===== src/rtl/rmv_pkg.sv =====
`timescale 1ns / 1ps
`default_nettype none
package rmv_pkg;
    localparam int MEAN_GUARD = 16;
    localparam int MEAN_W = 48;
    localparam int SSD_W = 64;
    localparam int VAR_W = 48;
    localparam int DATA_W = 32;

    typedef enum logic [3:0] {
        ST_IDLE, ST_DIV1, ST_MEAN, ST_MUL, ST_ACC, ST_DIV2, ST_SQRT, ST_OUT
    } rmv_state_t;

    localparam logic OP_PUSH = 1'b0;
    localparam logic OP_CLEAR = 1'b1;
endpackage
`default_nettype wire


===== src/rtl/running_mean_variance_unit.sv =====
// Running mean and variance (Welford) over signed fixed-point samples.
// Input channel s_*: op selects push (sample taken) or clear (statistics zeroed).
// Result channel m_*: one result per input transfer with count, mean,
// sample variance, standard deviation and a sticky saturation flag.
// An item is worked out by one shared shift/subtract unit under a small
// sequencer: a 64-step restoring division for the mean update, a 48-step
// shift-add multiply for the squared deviation, a 64-step division for the
// variance and a 32-step bitwise square root. A push runs the mean division,
// the multiply and the accumulate; a push ignored at the count limit skips
// these, and a clear goes straight to the result. Once the count is two or
// more, the variance division and the root follow. s_ready is high only in
// idle; the next item is taken in the cycle after the result transfer at the
// earliest, and a stalled receiver holds the block.
// Reset (aresetn low, synchronous) zeroes the statistics and the flag and
// empties the output register.
`timescale 1ns / 1ps
`default_nettype none
module running_mean_variance_unit
    import rmv_pkg::*;
#(
    parameter int FRAC_BITS = 16,
    parameter int COUNT_WIDTH = 32
) (
    input  wire logic                aclk,
    input  wire logic                aresetn,
    input  wire logic                s_valid,
    output logic                     s_ready,
    input  wire logic                s_op,
    input  wire logic signed [31:0]  s_sample,
    output logic                     m_valid,
    input  wire logic                m_ready,
    output logic [31:0]              m_count,
    output logic signed [31:0]       m_mean,
    output logic [47:0]              m_variance,
    output logic [31:0]              m_stddev,
    output logic                     m_saturated
);
    localparam int SHR = 2 * MEAN_GUARD + FRAC_BITS;
    localparam logic [COUNT_WIDTH-1:0] CNT_MAX = {COUNT_WIDTH{1'b1}};

    rmv_state_t state_reg, state_next;
    logic [COUNT_WIDTH-1:0] cnt_reg, cnt_next;
    logic signed [MEAN_W-1:0] mean_reg, mean_next;
    logic [SSD_W-1:0] ssd_reg, ssd_next;
    logic sat_reg, sat_next;
    logic signed [MEAN_W-1:0] xs_reg, xs_next;
    logic d1neg_reg, d1neg_next;
    // Shared shift/subtract datapath registers.
    logic [63:0] num_reg, num_next;       // dividend shifting out / multiplier
    logic [63:0] rem_reg, rem_next;       // remainder / root candidate
    logic [127:0] acc_reg, acc_next;      // quotient / product / radicand
    logic [63:0] den_reg, den_next;       // divisor / multiplicand
    logic [6:0] step_reg, step_next;
    logic m_valid_reg, m_valid_next;
    logic [31:0] o_cnt_reg, o_cnt_next;
    logic signed [31:0] o_mean_reg, o_mean_next;
    logic [47:0] o_var_reg, o_var_next;
    logic [31:0] o_sd_reg, o_sd_next;
    logic o_sat_reg, o_sat_next;

    logic [64:0] rem_sh;
    logic signed [MEAN_W:0] d_wide;
    logic [MEAN_W-1:0] d_mag;
    logic [127:0] prod_rnd;
    logic [64:0] ssd_sum;
    logic signed [MEAN_W-1:0] mrnd;
    logic signed [MEAN_W-MEAN_GUARD-1:0] mshift;
    logic [31:0] sq_cand;
    logic [63:0] sq_lhs;

    always_ff @(posedge aclk) begin
        if (!aresetn) begin
            state_reg <= ST_IDLE;
            cnt_reg <= '0;
            mean_reg <= '0;
            ssd_reg <= '0;
            sat_reg <= 1'b0;
            m_valid_reg <= 1'b0;
        end else begin
            state_reg <= state_next;
            cnt_reg <= cnt_next;
            mean_reg <= mean_next;
            ssd_reg <= ssd_next;
            sat_reg <= sat_next;
            m_valid_reg <= m_valid_next;
        end
        xs_reg <= xs_next;
        d1neg_reg <= d1neg_next;
        num_reg <= num_next;
        rem_reg <= rem_next;
        acc_reg <= acc_next;
        den_reg <= den_next;
        step_reg <= step_next;
        o_cnt_reg <= o_cnt_next;
        o_mean_reg <= o_mean_next;
        o_var_reg <= o_var_next;
        o_sd_reg <= o_sd_next;
        o_sat_reg <= o_sat_next;
    end

    always_comb begin
        state_next = state_reg;
        cnt_next = cnt_reg;
        mean_next = mean_reg;
        ssd_next = ssd_reg;
        sat_next = sat_reg;
        xs_next = xs_reg;
        d1neg_next = d1neg_reg;
        num_next = num_reg;
        rem_next = rem_reg;
        acc_next = acc_reg;
        den_next = den_reg;
        step_next = step_reg;
        m_valid_next = m_valid_reg;
        o_cnt_next = o_cnt_reg;
        o_mean_next = o_mean_reg;
        o_var_next = o_var_reg;
        o_sd_next = o_sd_reg;
        o_sat_next = o_sat_reg;
        s_ready = (state_reg == ST_IDLE) && !m_valid_reg;

        rem_sh = {rem_reg, num_reg[63]};
        d_wide = MEAN_W'(xs_reg) - MEAN_W'(mean_reg);
        d_mag = d_wide[MEAN_W] ? MEAN_W'(-d_wide) : d_wide[MEAN_W-1:0];
        prod_rnd = acc_reg + (128'd1 << (SHR - 1));
        ssd_sum = {1'b0, ssd_reg} + {1'b0, prod_rnd[SHR +: 64]};
        mrnd = mean_reg + (MEAN_W'(1) <<< (MEAN_GUARD - 1));
        mshift = mrnd[MEAN_W-1:MEAN_GUARD];
        sq_cand = rem_reg[31:0] | (32'd1 << step_reg[4:0]);
        sq_lhs = 64'(sq_cand) * 64'(sq_cand);

        if (m_valid_reg && m_ready) begin
            m_valid_next = 1'b0;
        end

        unique case (state_reg)
            ST_IDLE: begin
                if (s_valid && s_ready) begin
                    xs_next = MEAN_W'(s_sample) <<< MEAN_GUARD;
                    if (s_op == OP_CLEAR) begin
                        cnt_next = '0;
                        mean_next = '0;
                        ssd_next = '0;
                        sat_next = 1'b0;
                        state_next = ST_OUT;
                    end else if (cnt_reg == CNT_MAX) begin
                        state_next = ST_OUT;
                    end else begin
                        cnt_next = cnt_reg + 1'b1;
                        if (cnt_reg + 1'b1 == CNT_MAX) sat_next = 1'b1;
                        state_next = ST_DIV1;
                        step_next = '0;
                    end
                end
            end
            ST_DIV1: begin
                // Load |d1| / count, then 64 restoring steps.
                if (step_reg == 7'd0) begin
                    d1neg_next = d_wide[MEAN_W];
                    num_next = 64'(d_mag);
                    den_next = 64'(cnt_reg);
                    rem_next = '0;
                    acc_next = '0;
                    step_next = 7'd1;
                end else begin
                    num_next = num_reg << 1;
                    if (rem_sh >= {1'b0, den_reg}) begin
                        rem_next = 64'(rem_sh - {1'b0, den_reg});
                        acc_next = {acc_reg[126:0], 1'b1};
                    end else begin
                        rem_next = rem_sh[63:0];
                        acc_next = {acc_reg[126:0], 1'b0};
                    end
                    if (step_reg == 7'd64) state_next = ST_MEAN;
                    else step_next = step_reg + 1'b1;
                end
            end
            ST_MEAN: begin
                mean_next = d1neg_reg ? mean_reg - MEAN_W'(acc_reg[63:0])
                                      : mean_reg + MEAN_W'(acc_reg[63:0]);
                num_next = {16'd0, d_mag};
                state_next = ST_MUL;
                step_next = '0;
            end
            ST_MUL: begin
                // d2 magnitude loaded first, then shift-add over 48 bits.
                if (step_reg == 7'd0) begin
                    den_next = {16'd0, d_mag};
                    acc_next = '0;
                    step_next = 7'd1;
                end else begin
                    if (num_reg[0]) acc_next = acc_reg + ({64'd0, den_reg} << (step_reg - 1));
                    num_next = num_reg >> 1;
                    if (step_reg == 7'(MEAN_W)) state_next = ST_ACC;
                    else step_next = step_reg + 1'b1;
                end
            end
            ST_ACC: begin
                if ((prod_rnd >> SHR) >> 64 != 0 || ssd_sum[64]) begin
                    ssd_next = '1;
                    sat_next = 1'b1;
                end else begin
                    ssd_next = ssd_sum[63:0];
                end
                state_next = ST_OUT;
            end
            ST_OUT: begin
                o_cnt_next = (COUNT_WIDTH > 32 && (cnt_reg >> 32) != 0) ? 32'hFFFF_FFFF
                                                                     : 32'(cnt_reg);
                o_sat_next = sat_reg;
                o_var_next = '0;
                o_sd_next = '0;
                if (cnt_reg == '0) o_mean_next = '0;
                else if (mshift > 33'sh7FFF_FFFF) o_mean_next = 32'sh7FFF_FFFF;
                else if (mshift < -33'sh8000_0000) o_mean_next = -32'sh8000_0000;
                else o_mean_next = 32'(mshift);
                if (cnt_reg >= COUNT_WIDTH'(2)) begin
                    state_next = ST_DIV2;
                    step_next = '0;
                end else begin
                    m_valid_next = 1'b1;
                    state_next = ST_IDLE;
                end
            end
            ST_DIV2: begin
                if (step_reg == 7'd0) begin
                    num_next = ssd_reg;
                    den_next = 64'(cnt_reg - 1'b1);
                    rem_next = '0;
                    acc_next = '0;
                    step_next = 7'd1;
                end else begin
                    num_next = num_reg << 1;
                    if (rem_sh >= {1'b0, den_reg}) begin
                        rem_next = 64'(rem_sh - {1'b0, den_reg});
                        acc_next = {acc_reg[126:0], 1'b1};
                    end else begin
                        rem_next = rem_sh[63:0];
                        acc_next = {acc_reg[126:0], 1'b0};
                    end
                    if (step_reg == 7'd64) begin
                        state_next = ST_SQRT;
                        step_next = 7'd31;
                    end else begin
                        step_next = step_reg + 1'b1;
                    end
                end
            end
            ST_SQRT: begin
                // First cycle clamps the quotient; then one root bit per cycle.
                if (rem_reg[63] || step_reg == 7'd31 && acc_reg[127]) begin
                    rem_next = '0;
                end
                if (step_reg == 7'd31 && !acc_reg[127]) begin
                    o_var_next = (acc_reg[63:48] != 0) ? 48'hFFFF_FFFF_FFFF : acc_reg[47:0];
                    acc_next = {1'b1, 63'd0, ((acc_reg[63:48] != 0) ? 16'd0 : 16'd0),
                                (acc_reg[63:48] != 0) ? 48'hFFFF_FFFF_FFFF : acc_reg[47:0]};
                    rem_next = '0;
                end else begin
                    if ((sq_lhs >> FRAC_BITS) <= {16'd0, acc_reg[47:0]})
                        rem_next = 64'(sq_cand);
                    else rem_next = rem_reg;
                    o_sd_next = ((sq_lhs >> FRAC_BITS) <= {16'd0, acc_reg[47:0]})
                                ? sq_cand : rem_reg[31:0];
                    if (step_reg == 7'd0) begin
                        m_valid_next = 1'b1;
                        state_next = ST_IDLE;
                    end else begin
                        step_next = step_reg - 1'b1;
                    end
                end
            end
            default: state_next = ST_IDLE;
        endcase
    end

    assign m_valid = m_valid_reg;
    assign m_count = o_cnt_reg;
    assign m_mean = o_mean_reg;
    assign m_variance = o_var_reg;
    assign m_stddev = o_sd_reg;
    assign m_saturated = o_sat_reg;
endmodule
`default_nettype wire


===== config.mk =====
export PLATFORM = sky130hd
export DESIGN_NAME = running_mean_variance_unit
export DESIGN_NICKNAME = d
export VERILOG_FILES = /design/src/rtl/rmv_pkg.sv /design/src/rtl/running_mean_variance_unit.sv
export SDC_FILE = /design/constraint.sdc
export NUM_CORES = 2
export LEC_CHECK = 0
export CAP_MARGIN = 5
export CORE_ASPECT_RATIO = 2
export CORE_MARGIN = 2
export CORE_UTILIZATION = 61
export CTS_CLUSTER_DIAMETER = 200
export DETAILED_ROUTE_END_ITERATION = 8
export DONT_BUFFER_PORTS = 1
export HOLD_SLACK_MARGIN = 0.1
export PLACE_DENSITY = 0.85
export SYNTH_ARGS = -nofsm -noshare
export SYNTH_HDL_FRONTEND = slang
export SYNTH_SLANG_ARGS = --single-unit

===== constraint.sdc =====
create_clock -name aclk -period 14.3 [get_ports aclk]
set_clock_uncertainty 0.05 [all_clocks]
set_input_delay 2.86 -clock aclk [delete_from_list [all_inputs] [get_ports aclk]]
set_output_delay 2.86 -clock aclk [all_outputs]
set_load 0.1 [all_outputs]

==> results.rst <==
.. list-table::
   :header-rows: 1

   * - Metric
     - Value
   * - Status
     - finished with violations
   * - Violations in the final reports
     - DRC, capacitance limit, slew limit
   * - RSZ-0062 raised after global routing
     - no
   * - First-pass GRT wire length
     - around 570 mm
   * - Tightest Hold Check Type
     - flip-flop to flip-flop
   * - Fill cell instance count of the final layout
     - 11620
   * - Die ar.
     - between 100000 and 150000 sq um
   * - Share of Yosys cell area claimed by the top area cell type
     - between 10% and 20%
   * - Detailed Place HPWL
     - 289.2 mm
   * - CP startpoint kind
     - flip-flop
   * - Sum of overflow across all layers after global routing
     - 0
   * - Crit share post-route
     - 95.35%
   * - Most common cell in the synthesized netlist
     - inv_1
   * - All-Layer GR Usage
     - 55.90%
   * - Number of hold violations in the final report
     - 0
   * - Deepest level of the CTS H-tree
     - 2
   * - Kind of capture point of the worst setup path
     - flip-flop
   * - IO Port Bufs
     - 0
   * - Area growth from synthesis to layout
     - 5.478%
   * - Final setup TNS
     - 0 ns
   * - CP max FO
     - 37
   * - Warnings from Yosys
     - 0
   * - Number of buffers on the longest clock path
     - 3
   * - Vias in the first global route
     - roughly 83000
   * - Routed wire per std cell
     - between 30 and 40 um
   * - Root buffer cell
     - clkbuf_16
   * - Number of nets in the finished design
     - between 10000 and 15000
   * - DRC errors left
     - 46
   * - Clock transition at the register clock pins on the worst setup and hold paths after CTS
     - 0.07 ns
   * - FFs w/ async S/R, synth
     - 0%
   * - Worst slew margin
     - -4.091%
   * - Final weighted congestion in routability-driven placement
     - 1.259
   * - Ranking of synthesized cells by area
     - fa_1, edfxtp_1, ha_1
   * - Post-CTS setup-driven buffer insertion count
     - 0
   * - Cell with the largest stage delay on the worst path
     - edfxtp_1
   * - Arrival time at the worst endpoint
     - between 10 and 15 ns
   * - Routed WL
     - roughly 380 mm
   * - Count of flip-flops with a built-in enable after synthesis
     - 490
   * - Hold Buf Count CTS
     - 0
   * - Starting density of the core
     - roughly 61%
   * - Final max-slew violation count
     - 7
   * - CTS buffer count
     - approximately 60
   * - Length of the first detailed-routing pass in iterations
     - 9
   * - Fraction of layout cells with a size suffix above 1
     - between 4 and 5%
   * - Violation count after the first detailed-route iteration
     - approximately 12000
   * - Vertical die dimension
     - approximately 530 um
   * - Req. time, crit path
     - roughly 15 ns
   * - CP peak stage delay
     - approximately 1.1 ns
   * - Number of sinks driven by the clock tree
     - between 600 and 700
   * - Via/cell ratio
     - between 6 and 7
   * - Leading cell types by count after synthesis
     - inv_1, nor2_1, nand2_1, fa_1, a21oi_1
   * - Synthesized area per cell
     - roughly 8.5 sq um
   * - Total core area
     - 137900 sq um
   * - Most used flip-flop cell after synthesis
     - edfxtp_1
   * - Detail Route Antenna Nets
     - 0
   * - Gate count of the mapped netlist
     - roughly 10000
   * - Die width
     - roughly 270 um
   * - Max-capacitance violation count
     - 3
   * - Peak clock frequency supported by timing
     - 0.07334 GHz
   * - Gates resized, CTS repair
     - 0
   * - Clock network latency to the later pin of the worst-skew pair
     - a little under 0.8 ns
   * - Post-synthesis register bit count
     - about 640
   * - Clock period minus final worst setup slack
     - ~14 ns
   * - Largest area contributor in the netlist
     - fa_1
   * - Placement Rows
     - 193
   * - Slew at the pin with the worst max-slew slack
     - about 1.6 ns
   * - Type of the setup path with the least slack
     - flip-flop to flip-flop
   * - Pin count of the biggest net entering global routing
     - between 80 and 90
   * - Library cells used by synthesis
     - 105
   * - Vias after detailed routing
     - ~81000
   * - Antenna violations before repair
     - 60
   * - Post-synthesis instance area
     - 84610 sq um
   * - Crit path top cell by count
     - inv_1
   * - Count of pins on the block boundary
     - ~180
   * - Synth Net Count
     - about 11000
   * - TritonCTS clock tree
     - yes
   * - Setup violations, final
     - 0
   * - Register area share after synthesis
     - between 20% and 30%
   * - Flip-flop count of the largest register, all copies and words added
     - around 130
cell type report:
cell class	instances	area, sq um	share of cell area, %
tap	1852	2317	2.597
clock inverter	42	519.2	0.5818
sequential	639	17700	19.83
timing repair buffer	190	1526	1.710
inverter	1356	5091	5.705
antenna	47	117.6	0.1318
clock buffer	73	1667	1.867
multi-input combinational	7462	60310	67.58
final timing paths:
kind / startpoint / endpoint / slack, ns / cells past startpoint
max reg2reg: step_reg[2] / rem_reg[55] / 0.67 / 44
max: step_reg[2] / rem_reg[55] / 0.67 / 44
min reg2reg: sat_reg / m_saturated / 0.40 / 0
min: sat_reg / m_saturated / 0.40 / 0
worst max-delay path, delay by kind of cell (launching register included):
kind	cells	cell delay [ns]
xor gates and xnor gates	1	0.09
buffers and inverters	14	2.28
adders and majority gates	10	4.36
and+or+nand+nor	9	2.60
AOI/OAI and AO/OA	10	2.73
DFF	1	1.11
layer usage:
metal / share of wire [%] / vias up / routed length (um) / track usage [%]
met5: 0.15 / - / 556 / 2.495
met1: 28 / 38410 / 105500 / 50.94
li1: - / 33770 / - / -
met2: 45 / 6077 / 171000 / 85.28
met3: 12 / 2941 / 45370 / 26.94
met4: 15 / 48 / 58610 / 62.94
cells by family (layout without fill, tap and decap cells):
family	after synthesis	after routing	share of synthesized area [%]
AOI/OAI and AO/OA	2465	2465	18.31
xor gates and xnor gates	595	595	6.159
adders and majority gates	1486	1486	29.14
buffers and inverters	1853	1661	8.240
DFF	639	639	20.92
muxes	154	154	2.376
other	0	47	0
and+or+nand+nor	2762	2762	14.86
metrics by stage:
stage	cells	hold WS, ns	instance area [sq um]	setup WS [ns]	utilization (%)
2_1_floorplan	9954	0.3529	84610	0.7751	-
3_3_place_gp	11490	0.3703	86790	1.821	62.94
3_5_place_dp	11490	0.3713	86790	1.700	62.94
4_1_cts	11600	0.3936	88970	1.634	64.53
5_1_grt	11630	0.4020	89160	0.2196	64.66
6_report	11660	0.3978	89240	0.6650	64.72
layout by cell type (no fill, tap or decap), types with 57 or more instances in the layout:
cell type  instances
a21o_1           240
a21oi_1          729
a222oi_1          62
a31oi_1          101
and3_1            67
buf_4            178
clkbuf_16         65
dfxtp_1          149
edfxtp_1         490
fa_1             807
ha_1             678
inv_1           1347
mux2i_1          110
nand2_1          932
nand3_1          160
nand4_1          142
nor2_1           933
nor2b_1           62
nor3_1           108
o21a_1            73
o21ai_0          595
o21bai_1          75
o22ai_1           93
or3_1             57
xnor2_1          383
xor2_1           199
Power is not shown: default switching activity piles up to over one toggle a cycle in this logic, so the estimate is an artifact.
